<file path="src/lpi_pkg.sv">
// Shared types for the line point interpolator.
package lpi_pkg;

    // Per-item flags that travel alongside the divider data
    typedef struct packed {
        logic x_major;     // x is the major axis
        logic neg;         // minor delta is negative
        logic on_line;     // step lies within the line
        logic final_step;  // step is the last one
        logic len_zero;    // endpoints are equal
    } t_flags;

endpackage

</file>
<file path="src/line_point_interpolator.sv">
// Top level of the line point interpolator: pixel coordinate at one step along a line.
//
//  channel | direction | handshake               | payload
//  --------+-----------+-------------------------+---------------------------------------
//  in      | to block  | i_in_valid / o_in_stall | x_start y_start x_end y_end step_index
//  out     | from block| o_out_valid / i_out_stall| pixel_x pixel_y on_line final_step
//
// One item per cycle is taken and delivered while the output is not stalled; the
// pipeline is one stage for endpoint ordering, one for the step times minor-delta
// multiply, COORD_BITS stages of one-bit restoring division, and the output register.
// Reset clears the valid bits of every stage; payload registers are not reset.
// Each stage loads whenever it is empty or the stage after it loads, so bubbles
// close up under a stall and nothing is lost or repeated.
module line_point_interpolator #(
    parameter int COORD_BITS = 10
) (
    input  logic                  i_clk,
    input  logic                  i_rst_n,
    input  logic                  i_in_valid,
    output logic                  o_in_stall,
    input  logic [COORD_BITS-1:0] i_x_start,
    input  logic [COORD_BITS-1:0] i_y_start,
    input  logic [COORD_BITS-1:0] i_x_end,
    input  logic [COORD_BITS-1:0] i_y_end,
    input  logic [COORD_BITS-1:0] i_step_index,
    output logic                  o_out_valid,
    input  logic                  i_out_stall,
    output logic [COORD_BITS-1:0] o_pixel_x,
    output logic [COORD_BITS-1:0] o_pixel_y,
    output logic                  o_on_line,
    output logic                  o_final_step
);
    import lpi_pkg::*;

    localparam int N = COORD_BITS;

    // ---------------- stage A: axis choice and endpoint ordering ----------------
    logic [N-1:0] w_adx;
    logic [N-1:0] w_ady;
    logic         w_xmaj;
    logic [N-1:0] w_maj0;
    logic [N-1:0] w_maj1;
    logic [N-1:0] w_min0;
    logic [N-1:0] w_min1;
    logic [N-1:0] w_lo_maj;
    logic [N-1:0] w_lo_min;
    logic [N-1:0] w_hi_min;

    logic         r_a_valid;
    logic         r_a_xmaj;
    logic         r_a_neg;
    logic [N-1:0] r_a_maj0;
    logic [N-1:0] r_a_min0;
    logic [N-1:0] r_a_len;
    logic [N-1:0] r_a_dmin;
    logic [N-1:0] r_a_s;

    // ---------------- stage B: multiply and flags ----------------
    logic [2*N-1:0] w_prod;
    t_flags         w_b_flags;

    // slot 0 is stage B, slots 1..N are the divider steps
    logic         w_valid [0:N];
    logic [N-1:0] w_rem   [0:N];
    logic [N-1:0] w_num   [0:N];
    logic [N-1:0] w_quo   [0:N];
    logic [N-1:0] w_div   [0:N];
    t_flags       w_flags [0:N];
    logic         w_ld    [0:N];

    logic         r_b_valid;
    logic [N-1:0] r_b_rem;
    logic [N-1:0] r_b_num;
    logic [N-1:0] r_b_len;
    t_flags       r_b_flags;

    // side payload that rides along with the divider
    logic [N-1:0] r_maj0 [0:N];
    logic [N-1:0] r_min0 [0:N];
    logic [N-1:0] r_s    [0:N];

    // ---------------- output stage ----------------
    logic         w_a_ld;
    logic         w_out_ld;
    logic [N-1:0] w_q;
    logic [N-1:0] w_majc;
    logic [N-1:0] w_minc;
    logic [N-1:0] n_px;
    logic [N-1:0] n_py;

    logic         r_out_valid;
    logic [N-1:0] r_px;
    logic [N-1:0] r_py;
    logic         r_on;
    logic         r_fin;

    // Load control: a slot loads when it is empty or its successor loads
    assign w_out_ld = !r_out_valid || !i_out_stall;
    assign w_a_ld   = !r_a_valid || w_ld[0];
    assign o_in_stall = !w_a_ld;

    genvar k;
    generate
        for (k = 0; k <= N; k++) begin : g_ld
            if (k == N) begin : g_last
                assign w_ld[k] = !w_valid[k] || w_out_ld;
            end else begin : g_mid
                assign w_ld[k] = !w_valid[k] || w_ld[k+1];
            end
        end
    endgenerate

    // Pick the major axis and order the endpoints so the major coordinate rises
    always_comb begin
        w_adx  = (i_x_end >= i_x_start) ? (i_x_end - i_x_start) : (i_x_start - i_x_end);
        w_ady  = (i_y_end >= i_y_start) ? (i_y_end - i_y_start) : (i_y_start - i_y_end);
        w_xmaj = (w_adx >= w_ady);
        w_maj0 = w_xmaj ? i_x_start : i_y_start;
        w_maj1 = w_xmaj ? i_x_end   : i_y_end;
        w_min0 = w_xmaj ? i_y_start : i_x_start;
        w_min1 = w_xmaj ? i_y_end   : i_x_end;
        if (w_maj1 < w_maj0) begin
            w_lo_maj = w_maj1;
            w_lo_min = w_min1;
            w_hi_min = w_min0;
        end else begin
            w_lo_maj = w_maj0;
            w_lo_min = w_min0;
            w_hi_min = w_min1;
        end
    end

    always_ff @(posedge i_clk) begin
        if (!i_rst_n) begin
            r_a_valid <= 1'b0;
        end else if (w_a_ld) begin
            r_a_valid <= i_in_valid;
        end
    end

    always_ff @(posedge i_clk) begin
        if (w_a_ld) begin
            r_a_xmaj <= w_xmaj;
            r_a_neg  <= (w_hi_min < w_lo_min);
            r_a_maj0 <= w_lo_maj;
            r_a_min0 <= w_lo_min;
            r_a_len  <= w_xmaj ? w_adx : w_ady;
            r_a_dmin <= w_xmaj ? w_ady : w_adx;
            r_a_s    <= i_step_index;
        end
    end

    // Form step times minor delta and the step flags
    always_comb begin
        w_prod               = {{N{1'b0}}, r_a_s} * {{N{1'b0}}, r_a_dmin};
        w_b_flags.x_major    = r_a_xmaj;
        w_b_flags.neg        = r_a_neg;
        w_b_flags.on_line    = (r_a_s <= r_a_len);
        w_b_flags.final_step = (r_a_s == r_a_len);
        w_b_flags.len_zero   = (r_a_len == '0);
    end

    always_ff @(posedge i_clk) begin
        if (!i_rst_n) begin
            r_b_valid <= 1'b0;
        end else if (w_ld[0]) begin
            r_b_valid <= r_a_valid;
        end
    end

    always_ff @(posedge i_clk) begin
        if (w_ld[0]) begin
            r_b_rem   <= w_prod[2*N-1:N];
            r_b_num   <= w_prod[N-1:0];
            r_b_len   <= r_a_len;
            r_b_flags <= w_b_flags;
            r_maj0[0] <= r_a_maj0;
            r_min0[0] <= r_a_min0;
            r_s[0]    <= r_a_s;
        end
    end

    assign w_valid[0] = r_b_valid;
    assign w_rem[0]   = r_b_rem;
    assign w_num[0]   = r_b_num;
    assign w_quo[0]   = '0;
    assign w_div[0]   = r_b_len;
    assign w_flags[0] = r_b_flags;

    // Divider: one quotient bit per stage, side payload alongside
    generate
        for (k = 0; k < N; k++) begin : g_div
            lpi_div_stage #(
                .W (N)
            ) u_stage (
                .i_clk   (i_clk),
                .i_rst_n (i_rst_n),
                .i_load  (w_ld[k+1]),
                .i_valid (w_valid[k]),
                .i_rem   (w_rem[k]),
                .i_num   (w_num[k]),
                .i_quo   (w_quo[k]),
                .i_div   (w_div[k]),
                .i_flags (w_flags[k]),
                .o_valid (w_valid[k+1]),
                .o_rem   (w_rem[k+1]),
                .o_num   (w_num[k+1]),
                .o_quo   (w_quo[k+1]),
                .o_div   (w_div[k+1]),
                .o_flags (w_flags[k+1])
            );

            always_ff @(posedge i_clk) begin
                if (w_ld[k+1]) begin
                    r_maj0[k+1] <= r_maj0[k];
                    r_min0[k+1] <= r_min0[k];
                    r_s[k+1]    <= r_s[k];
                end
            end
        end
    endgenerate

    // Compose the pixel; drop to zero when the step is off the line
    always_comb begin
        w_q    = w_flags[N].len_zero ? '0 : w_quo[N];
        w_majc = r_maj0[N] + r_s[N];
        w_minc = w_flags[N].neg ? (r_min0[N] - w_q) : (r_min0[N] + w_q);
        if (!w_flags[N].on_line) begin
            n_px = '0;
            n_py = '0;
        end else if (w_flags[N].x_major) begin
            n_px = w_majc;
            n_py = w_minc;
        end else begin
            n_px = w_minc;
            n_py = w_majc;
        end
    end

    always_ff @(posedge i_clk) begin
        if (!i_rst_n) begin
            r_out_valid <= 1'b0;
        end else if (w_out_ld) begin
            r_out_valid <= w_valid[N];
        end
    end

    always_ff @(posedge i_clk) begin
        if (w_out_ld) begin
            r_px  <= n_px;
            r_py  <= n_py;
            r_on  <= w_flags[N].on_line;
            r_fin <= w_flags[N].on_line && w_flags[N].final_step;
        end
    end

    assign o_out_valid  = r_out_valid;
    assign o_pixel_x    = r_px;
    assign o_pixel_y    = r_py;
    assign o_on_line    = r_on;
    assign o_final_step = r_fin;

    // ---------------- assertions ----------------
    a_stall_only_when_full: assert property (@(posedge i_clk) disable iff (!i_rst_n)
        o_in_stall |-> (r_a_valid && r_b_valid))
        else $error("input stalled while the front stages have room");

    a_final_on_line: assert property (@(posedge i_clk) disable iff (!i_rst_n)
        (o_out_valid && o_final_step) |-> o_on_line)
        else $error("final step flagged off the line");

    a_off_line_zero: assert property (@(posedge i_clk) disable iff (!i_rst_n)
        (o_out_valid && !o_on_line) |-> (o_pixel_x == '0 && o_pixel_y == '0))
        else $error("off-line item carries a non-zero pixel");

    a_reset_clears: assert property (@(posedge i_clk)
        !i_rst_n |=> !o_out_valid)
        else $error("output valid after reset");

endmodule

</file>
<file path="src/lpi_div_stage.sv">
// One registered restoring-division step of the interpolator's divider pipeline.
module lpi_div_stage #(
    parameter int W = 10
) (
    input  logic            i_clk,
    input  logic            i_rst_n,
    input  logic            i_load,
    input  logic            i_valid,
    input  logic [W-1:0]    i_rem,
    input  logic [W-1:0]    i_num,
    input  logic [W-1:0]    i_quo,
    input  logic [W-1:0]    i_div,
    input  lpi_pkg::t_flags i_flags,
    output logic            o_valid,
    output logic [W-1:0]    o_rem,
    output logic [W-1:0]    o_num,
    output logic [W-1:0]    o_quo,
    output logic [W-1:0]    o_div,
    output lpi_pkg::t_flags o_flags
);
    import lpi_pkg::*;

    logic         r_valid;
    logic [W-1:0] r_rem;
    logic [W-1:0] r_num;
    logic [W-1:0] r_quo;
    logic [W-1:0] r_div;
    t_flags       r_flags;

    logic [W:0]   w_trial;
    logic [W:0]   w_diff;
    logic         w_ge;
    logic [W-1:0] n_rem;

    // Shift in the next dividend bit, subtract the divisor when it fits
    always_comb begin
        w_trial = {i_rem, i_num[W-1]};
        w_diff  = w_trial - {1'b0, i_div};
        w_ge    = (w_trial >= {1'b0, i_div});
        n_rem   = w_ge ? w_diff[W-1:0] : w_trial[W-1:0];
    end

    // Hold the valid bit; clear it on reset
    always_ff @(posedge i_clk) begin
        if (!i_rst_n) begin
            r_valid <= 1'b0;
        end else if (i_load) begin
            r_valid <= i_valid;
        end
    end

    // Advance the payload when the slot is loaded
    always_ff @(posedge i_clk) begin
        if (i_load) begin
            r_rem   <= n_rem;
            r_num   <= {i_num[W-2:0], 1'b0};
            r_quo   <= {i_quo[W-2:0], w_ge};
            r_div   <= i_div;
            r_flags <= i_flags;
        end
    end

    assign o_valid = r_valid;
    assign o_rem   = r_rem;
    assign o_num   = r_num;
    assign o_quo   = r_quo;
    assign o_div   = r_div;
    assign o_flags = r_flags;

endmodule

</file>
<file path="config.mk">
export PLATFORM = sky130hd
export DESIGN_NAME = line_point_interpolator
export DESIGN_NICKNAME = d
export VERILOG_FILES = /design/src/lpi_pkg.sv /design/src/line_point_interpolator.sv /design/src/lpi_div_stage.sv
export SDC_FILE = /design/constraint.sdc
export NUM_CORES = 1
export LEC_CHECK = 0
export ABC_CLOCK_PERIOD_IN_PS = 21500
export BUFFER_PORTS_ARGS = -buffer_cell sky130_fd_sc_hd__buf_2
export CORE_MARGIN = 2
export CORE_UTILIZATION = 65
export CTS_CLUSTER_SIZE = 25
export DETAILED_ROUTE_END_ITERATION = 12
export HOLD_SLACK_MARGIN = 0.12
export PLACE_DENSITY = 0.85
export SLEW_MARGIN = 10
export SYNTH_ARGS = -nofsm -noshare
export SYNTH_HDL_FRONTEND = slang
export SYNTH_HIERARCHICAL = 1
export SYNTH_SLANG_ARGS = --single-unit
export TNS_END_PERCENT = 50
</file>
<file path="constraint.sdc">
create_clock -name i_clk -period 21.5 [get_ports i_clk]
set_input_delay 0 -clock i_clk [delete_from_list [all_inputs] [get_ports i_clk]]
set_output_delay 0 -clock i_clk [all_outputs]
set_load 0.1 [all_outputs]
</file>
[Yosys cells after proc, flatten, opt, wreduce, memory -nomap -nowiden]
Memories as Yosys holds them, arrays and structs flattened.
Cells that the tools add are included.
Cells by class
  multiply operators: 1
  mux-type cells: 46
  reductions and logical operators: 30
  add/subtract/negate cells: 16
  equality and inequality tests: 1
  magnitude comparators: 16
Operators with widths (number)
  two-way mux 10 bit: 24
  subtractor 10 bit: 14
  greater-or-equal comparator 11 x 10 -> 1 bit: 10
  greater-or-equal comparator 10 bit: 3
  two-way mux 1 bit: 22
  adder 10 bit: 2
  < comparator 10 bit: 2
  multiplier 10 x 10 -> 20 bit: 1
  logical NOT 1 bit: 15
  logical OR 1 bit: 13
  == test 10 bit: 1
  less-or-equal comparator 10 bit: 1
  logical NOT 10 bit: 1
  logical AND 1 bit: 1
Word-level totals
  register bits after elaboration: 452
  memory bits (writable): 330
  input port bits: 54
  memories: 3
  output and inout bits: 24
Memory list
  r_maj0: words 11, bits a word 10, rd ports 11, clocked after memory_dff 0, wr ports 11, line line_point_interpolator.sv:78  | logic [N-1:0] r_maj0 [0:N];
  r_min0: words 11, bits a word 10, rd ports 11, clocked after memory_dff 0, wr ports 11, line line_point_interpolator.sv:79  | logic [N-1:0] r_min0 [0:N];
  r_s: words 11, bits a word 10, rd ports 11, clocked after memory_dff 0, wr ports 11, line line_point_interpolator.sv:80  | logic [N-1:0] r_s [0:N];

[Depth between registers and ports, before layout]
Gate-level depths: netlist (run 1).
  depth after elaboration: 15
  mapped depth: 42

[By module]
Netlist (run 1), hierarchy kept.
By module, submodules not included
  line_point_interpolator: area each 22136.2 µm², instances 1, sequential area each 13242.7 µm², cells each 1613
  lpi_div_stage at g_div[3].u_stage ...: area each 1994.4 µm², instances 7, sequential area each 1341.3 µm², cells each 124
  lpi_div_stage at g_div[0].u_stage ...: area each 1991.9 µm², instances 3, sequential area each 1341.3 µm², cells each 124

[Worst setup path before layout (run 1)]
OpenSTA, ideal clock, no wires.
  kind: input port to flip-flop
  start point: input port i_x_end[0]
  end point: register r_a_neg (data pin)
  required time: 21.354 ns
  library setup time: 0.146 ns
  stages on the path: 40
  setup slack: 13.803 ns
  path buffers: 4
  data arrival time: 7.551 ns
  path through: inv_1 -> ha_1 -> inv_1 -> fa_1 -> a21o_1 -> a2111oi_4 -> o211ai_4 -> nand2_8 -> mux2i_1 -> or4b_1 -> nand3_1 -> inv_1 -> ha_1 -> nand2_1 -> a211oi_1 -> nor2_1 -> inv_2 -> buf_1 -> (+4 left out) -> nor2_1 -> nand3_1 -> a21oi_1 -> o21ba_2 -> o21bai_1 -> buf_2 -> buf_2 -> mux2i_1 -> mux2i_1 -> ha_1 -> a21o_1 -> a21o_1 -> a21o_1 -> a21o_1 -> a21o_1 -> a21o_1 -> a221o_1 -> a21oi_1
On the way
  word-level cells in the longest chain between the ends: 7
  elaborated cells between the ends (all ways): 13
Ends and longest elaborated chain
  start: declaration: line line_point_interpolator.sv:23  | input logic [COORD_BITS-1:0] i_x_end,
  subtractor 10 bit / greater-or-equal comparator 10 bit (equally long branches): line line_point_interpolator.sv:115  | w_adx = (i_x_end >= i_x_start) ? (i_x_end - i_x_start) : (i_x_start - i_x_end);
  two-way mux 10 bit *: line line_point_interpolator.sv:115
  greater-or-equal comparator 10 bit *: line line_point_interpolator.sv:117  | w_xmaj = (w_adx >= w_ady);
  named net w_xmaj: line line_point_interpolator.sv:40  | logic w_xmaj;
  two-way mux 10 bit, on equally long branches: line line_point_interpolator.sv:119, line_point_interpolator.sv:118
  < comparator 10 bit: line line_point_interpolator.sv:122  | if (w_maj1 < w_maj0) begin
  two-way mux 10 bit: line line_point_interpolator.sv:122
  < comparator 10 bit *: line line_point_interpolator.sv:144  | r_a_neg <= (w_hi_min < w_lo_min);
  end signal: assignment: line line_point_interpolator.sv:144
  end: declaration: line line_point_interpolator.sv:51  | logic r_a_neg;
The timed path passes the listed nets; every way through them passes the cells marked *.
A chain may end at the register's enable or synchronous reset.

[Worst setup path in the final report (run 1)]
  start point: input port i_y_start[3]
  end point: register r_a_neg (data pin)
On the way
  word-level cells in the longest chain between the ends: 7
  elaborated cells between the ends (all ways): 13
Ends and longest elaborated chain
  start: declaration: line line_point_interpolator.sv:22  | input logic [COORD_BITS-1:0] i_y_start,
  subtractor 10 bit / greater-or-equal comparator 10 bit (equally long branches): line line_point_interpolator.sv:116  | w_ady = (i_y_end >= i_y_start) ? (i_y_end - i_y_start) : (i_y_start - i_y_end);
  two-way mux 10 bit: line line_point_interpolator.sv:116
  greater-or-equal comparator 10 bit: line line_point_interpolator.sv:117
  two-way mux 10 bit, on equally long branches: line line_point_interpolator.sv:119, line_point_interpolator.sv:118
  < comparator 10 bit: line line_point_interpolator.sv:122
  two-way mux 10 bit: line line_point_interpolator.sv:122
  < comparator 10 bit *: line line_point_interpolator.sv:144
Every way passes the cells marked *; elsewhere a longest branch is shown, timed or not.

==> results.py, run 1 <==
metrics = {
    "outcome": {
        "outcome": "finished, final reports clean",
    },
    "die": {
        "floorplan.initialDensity_pct": 65.3,
        "floorplan.die.height_um": 247,
        "die-width_um": 247,
        "design.die.area_um2": 60900,
        "floorplan.rows": 89,
        "core_area_um2": 58700,
        "ios": 78,
    },
    "min_path": {
        "worstHoldStart": "i_y_start[0]",
        "min_to": "r_a_neg$_DFFE_PN_",
        "hp-class": "in -> reg",
        "timing.hold.worst_path_depth": 5,
    },
    "sta": {
        "fin_ws_ns": 11.78,
        "setup-violations-final": 0,
        "finalCritPeriodShare_pct": 45.2,
        "timing.final.crit_period_ns": 9.72,
        "fin_skew_ns": 0.0392,
        "slew_headroom_pct": 24.5,
        "tns_ns": 0,
        "fmax_ghz": 0.103,
        "report.final.hold_viol_count": 0,
        "slew_viol_final": 0,
        "worst_slew_pin_slew_ns": 1.13,
        "rsz0062_at_grt": "no",
    },
    "finish": {
        "fin_nets": 3264,
        "antennaDiodeCount": 0,
        "area_growth_synth_to_finish_pct": 11.9,
        "drive_gt1_share_pct": 12.4,
    },
    "synth": {
        "ys_warn_count": 6,
        "mappedNetlistNets": 3067,
        "post_synth_inst_count": 2686,
        "syn_avg_cell_area_um2": 14.3,
        "synthesis.area_um2": 38300,
    },
    "routing": {
        "wl_mm": 78.1,
        "drc": 0,
        "detailroute.via_count": 22400,
        "detail_route_antenna_nets": 0,
        "detail_route.first_pass.iterations": 7,
        "detail_route.vias_per_cell": 6.03,
        "avgRoutedWirePerCell_um": 21.0,
        "drtIter0Drc": 1577,
    },
    "cts": {
        "worst_skew_pair.late_latency_ns": 0.64,
        "cts.repair.resized": 0,
        "cts_tree": "yes",
        "post-cts-setup-buffers": 0,
        "clockRootBuffer": "clkbuf_16",
        "cts_hold_buffers": 79,
        "cts.sinks": 782,
        "clkTransAtPathRegs_ns": 0.07,
        "cts_buffers": 76,
        "cts-htree-levels": 3,
        "cts.path.max_buffers": 3,
    },
    "global_routing": {
        "grt-ovfl-total": 0,
        "grt_pass1_wl_mm": 125,
        "grt_antenna_before_repair": 0,
        "grt.total_usage_pct": 26.4,
        "pin_count_of_the_biggest_net_entering_global_routing": 68,
        "grt_pass1_vias": 23600,
    },
    "worst_setup_path": {
        "ff2ff_path_depth": 16,
        "setup.worst_path.end_class": "flop",
        "critical_path.slowest_cell": "a211oi_1",
        "worst-endpoint-required_ns": 21.99,
        "critical-path-top-cell-by-count": "a21o_1",
        "worst-r2r-setup-slack_ns": 16.01,
        "worstPathMaxFanout": 50,
        "timing.critical_path.slowest_cell_delay_ns": 0.58,
        "r2r-end": "r_b_rem[9]$_DFFE_PP_",
        "worst_path_arrival_time_ns": 10.20,
        "start_kind": "input pin",
        "reg2reg_from": "r_a_s[5]$_DFFE_PN_",
        "worst-setup-path-type": "in -> reg",
    },
    "job": {
        "max-cap-violations": 0,
    },
    "placed_design": {
        "place.detailed.hpwl_mm": 50.0,
        "pre_cts_slack_ns": 11.86,
        "place.port_buffers": 77,
        "gp_congestion": 0.926,
    },
}
==> through the flow <==
| stage | instance area (um^2) | hold slack (ns) | util, % | instances |
|---|---|---|---|---|
| floorplan | 38300 | 0.0989 | - | 2686 |
| global placement | 39600 | 0.176 | 67.5 | 3499 |
| detailed placement | 39600 | 0.178 | 67.5 | 3499 |
| CTS | 42900 | 0.136 | 73.1 | 3719 |
| global route | 42900 | 0.207 | 73.1 | 3719 |
| finish | 42900 | 0.169 | 73.1 | 3719 |
==> layout by cell type, fill, tap and decap left out, types with 11 or more instances in the layout <==
cell,count
a221oi_1,13
clkbuf_1,22
buf_2,77
mux2_2,18
clkbuf_16,78
nand2_2,11
xnor2_1,74
o31ai_1,12
a211oi_1,15
nand2_1,169
and3_1,14
nand2b_1,18
nor4_1,21
nor2b_1,35
nand4_1,19
o211ai_1,17
mux2_4,63
clkinv_1,11
nand3_2,13
dfxtp_1,13
nor3_1,13
a21o_1,50
nor2_1,86
o21bai_1,13
edfxtp_1,769
dlygate4sd3_1,79
a21oi_1,106
xor2_1,35
inv_1,266
fa_1,77
mux2i_1,114
o21a_1,19
nand3_1,32
buf_4,14
ha_1,250
o21ai_0,64
nand3b_1,13
clkinv_2,13
and2_1,53
==> metal layers <==
metal | global-route usage, % | part of all wire (%)
met1 | 31.1 | 38
met2 | 48.1 | 53
met3 | 3.57 | 4.7
met4 | 11.9 | 4.3
met5 | 0 | 0
==> worst max-delay path by stage <==
stage	startpoint	end	slack (ns)
floorplan	i_x_end[0]	r_a_neg$_DFFE_PN_	13.80
global placement	i_x_end[0]	r_a_neg$_DFFE_PN_	12.03
detailed placement	i_x_end[0]	r_a_neg$_DFFE_PN_	11.86
CTS	i_x_end[0]	r_a_neg$_DFFE_PN_	11.98
global route	i_x_end[0]	r_a_neg$_DFFE_PN_	11.22
finish	i_y_start[3]	r_a_neg$_DFFE_PN_	11.78
==> worst max-delay path: cells and delay by family <==
family                   cells  cell delay, ns
adder cells (fa/ha/maj)      4            1.36
buffers and inverters        8            2.73
XOR/XNOR                     1            0.27
AND/OR/NAND/NOR              9            1.18
multiplexers                 4            1.27
AO/OA/AOI/OAI               15            3.30
==> flip-flops by register name, summed over array words and instances (netlist names), 45 cells and up <==
name / cells
r_maj0: 110
r_min0: 110
r_s: 110
g_div.u_stage/o_div: 90
g_div.u_stage/o_rem: 90
g_div.u_stage/o_quo: 55
g_div.u_stage/o_flags: 50
g_div.u_stage/o_num: 45
==> layout make-up <==
type | instances | area, um^2
clock buffers | 100 | 2030
repair buffers | 170 | 1280
inverters | 283 | 1090
clock inverters | 41 | 453
fillers | 3504 | 15800
flip-flops and latches | 782 | 23400
well taps | 773 | 967
multi-input cells | 1570 | 13700
Power of run 1 is not shown: default switching activity piles up to over one toggle a cycle in this logic, so the estimate is an artifact.
==> run 2: changes to the inputs <==
--- a/config.mk
+++ b/config.mk
@@ -5,14 +5,15 @@
 export SDC_FILE = /design/constraint.sdc
 export NUM_CORES = 1
 export LEC_CHECK = 0
-export ABC_CLOCK_PERIOD_IN_PS = 21500
+export ABC_AREA = 1
+export ABC_CLOCK_PERIOD_IN_PS = 8000
 export BUFFER_PORTS_ARGS = -buffer_cell sky130_fd_sc_hd__buf_2
 export CORE_MARGIN = 2
-export CORE_UTILIZATION = 65
+export CORE_UTILIZATION = 58
 export CTS_CLUSTER_SIZE = 25
 export DETAILED_ROUTE_END_ITERATION = 12
 export HOLD_SLACK_MARGIN = 0.12
-export PLACE_DENSITY = 0.85
+export PLACE_DENSITY = 0.8
 export SLEW_MARGIN = 10
 export SYNTH_ARGS = -nofsm -noshare
 export SYNTH_HDL_FRONTEND = slang
==> constraint.sdc (replaced) <==
create_clock -name i_clk -period 8 [get_ports i_clk]
set_input_delay 0 -clock i_clk [delete_from_list [all_inputs] [get_ports i_clk]]
set_output_delay 0 -clock i_clk [all_outputs]
set_load 0.1 [all_outputs]
==> run 2 against run 1 <==
Worst setup slack worse by 10 ns. Utilization down 7.7 points. Flip-flop and latch count unchanged. Clock-buffer cell count up 2. Via count up 8.2%. Synthesized cell count up 28%. First-iteration DRC count up 10%. Global-route usage down 3.2 points. Wire length up 1.2%. Final cell count up 23%. Register-to-register slack worse by 14 ns. Synthesized area up 2.3%.
==> results.py, run 2 <==
metrics = {
    "outcome": {
        "outcome": "finished, final reports clean",
    },
    "routing": {
        "drtIter0Drc": 1738,
        "avgRoutedWirePerCell_um": 17.3,
        "wl_mm": 79.1,
        "detail_route.first_pass.iterations": 6,
        "wl_met1_mm": 32.2,
        "detail_route_antenna_nets": 0,
        "route.top_layer_used": "met5",
        "detailroute.wirelength.met3_mm": 3.38,
        "detailroute.via_count": 24300,
        "detail_route.vias_per_cell": 5.31,
        "drc": 0,
        "wl_met2_mm": 40.2,
    },
    "die": {
        "floorplan.rows": 95,
        "ios": 78,
        "floorplan.initialDensity_pct": 58.5,
        "design.die.area_um2": 69700,
        "die-width_um": 264,
        "floorplan.die.height_um": 264,
        "core_area_um2": 67000,
    },
    "finish": {
        "utilization_pct": 65.4,
        "drive_gt1_share_pct": 11.7,
        "area_growth_synth_to_finish_pct": 11.8,
        "most_frequent_cells_in_the_layout": "837 x nand2_1, 769 x edfxtp_1, 541 x inv_1, 250 x ha_1, 133 x o21ai_0",
        "largest_registers": "r_maj0 (110), r_min0 (110), r_s (110)",
        "mostFrequentLayoutCell": "nand2_1",
        "fin_nets": 4013,
    },
    "cts": {
        "clockRootBuffer": "clkbuf_16",
        "cts.sinks": 782,
        "cts.path.max_buffers": 3,
        "cts_buffers": 77,
        "worst_skew_pair.late_latency_ns": 0.63,
        "cts_hold_buffers": 70,
        "cts-htree-levels": 3,
        "cts.repair.resized": 0,
        "post-cts-setup-buffers": 0,
        "cts_tree": "yes",
        "clkTransAtPathRegs_ns": 0.06,
    },
    "worst_setup_path": {
        "timing.critical_path.slowest_cell_delay_ns": 0.74,
        "ff2ff_path_depth": 18,
        "reg2reg_from": "r_a_s[3]$_DFFE_PN_",
        "worstPathMaxFanout": 61,
        "critical_path.slowest_cell": "nand3_2",
        "source_of_the_critical_timing_path": "i_y_start[5]",
        "worst-setup-path-type": "in -> reg",
        "worst_path_arrival_time_ns": 7.16,
        "worst-endpoint-required_ns": 8.49,
        "worst-r2r-setup-slack_ns": 2.43,
        "r2r-end": "r_b_rem[3]$_DFFE_PP_",
        "setup.worst_path.end_class": "flop",
        "start_kind": "input pin",
        "cp-endpoint": "r_a_neg$_DFFE_PN_",
        "critical-path-top-cell-by-count": "nand2_1",
    },
    "synth": {
        "mappedNetlistNets": 3831,
        "synthesis.area_um2": 39200,
        "ys_warn_count": 6,
        "syn_avg_cell_area_um2": 11.4,
        "post_synth_inst_count": 3450,
    },
    "global_routing": {
        "grt_pass1_wl_mm": 127,
        "pin_count_of_the_biggest_net_entering_global_routing": 69,
        "grt_antenna_before_repair": 2,
        "grt_pass1_vias": 24400,
        "grt.total_usage_pct": 23.2,
        "grt-ovfl-total": 0,
    },
    "min_path": {
        "hp-class": "in -> reg",
        "worstHoldStart": "i_step_index[1]",
        "timing.hold.worst_path_depth": 2,
    },
    "sta": {
        "slew_headroom_pct": 27.6,
        "worst_slew_pin_slew_ns": 1.09,
        "report.final.hold_viol_count": 0,
        "finalCritPeriodShare_pct": 83.4,
        "tns_ns": 0,
        "fin_skew_ns": 0.0210,
        "slew_viol_final": 0,
        "setup-violations-final": 0,
        "finalHoldWorstSlack_ns": 0.166,
        "rsz0062_at_grt": "no",
        "timing.final.crit_period_ns": 6.67,
        "fmax_ghz": 0.150,
    },
    "placed_design": {
        "place.port_buffers": 77,
        "place.detailed.hpwl_mm": 56.0,
        "gp_congestion": 0.922,
    },
    "job": {
        "max-cap-violations": 0,
    },
}
-- run 2: area by class of cell --
class	count	area, um^2
well taps	873	1090
flip-flops and latches	782	23400
clock inverters	37	577
inverters	555	2080
diodes	1	2.50
multi-input cells	2056	13400
fillers	4912	23200
clock buffers	102	2110
repair buffers	160	1180
-- run 2: worst max-delay path: cells and delay by family --
family	cells	cell delay, ns
AO/OA/AOI/OAI	13	2.29
XOR/XNOR	1	0.32
adder cells (fa/ha/maj)	4	1.11
buffers and inverters	7	1.71
AND/OR/NAND/NOR	9	1.69
-- run 2: how the worst min path moves through the flow --
stage	end	slack, ns
after floorplan	r_a_s[0]$_DFFE_PN_	0.1
after global placement	r_a_s[0]$_DFFE_PN_	0.18
after detailed placement	r_a_s[8]$_DFFE_PN_	0.18
after CTS	r_a_s[6]$_DFFE_PN_	0.13
after global routing	r_a_s[1]$_DFFE_PN_	0.13
final	r_a_s[1]$_DFFE_PN_	0.17
-- run 2: routing by layer --
layer	GRT usage (%)	vias to the layer above
met1	28.9	11500
met2	40.9	637
met5	0	-
met3	2.93	194
met4	9.89	2
li1	-	11900
-- run 2: per-stage QoR --
step | cell area [um^2] | worst slack (ns) | std cells
3_5_place_dp | 40400 | 1.33 | 4356
2_1_floorplan | 39300 | 0.00545 | 3450
3_3_place_gp | 40400 | 1.55 | 4356
5_1_grt | 43800 | 0.720 | 4566
6_report | 43800 | 1.33 | 4566
4_1_cts | 43800 | 1.40 | 4565
Power of run 2 is left out for the same reason.
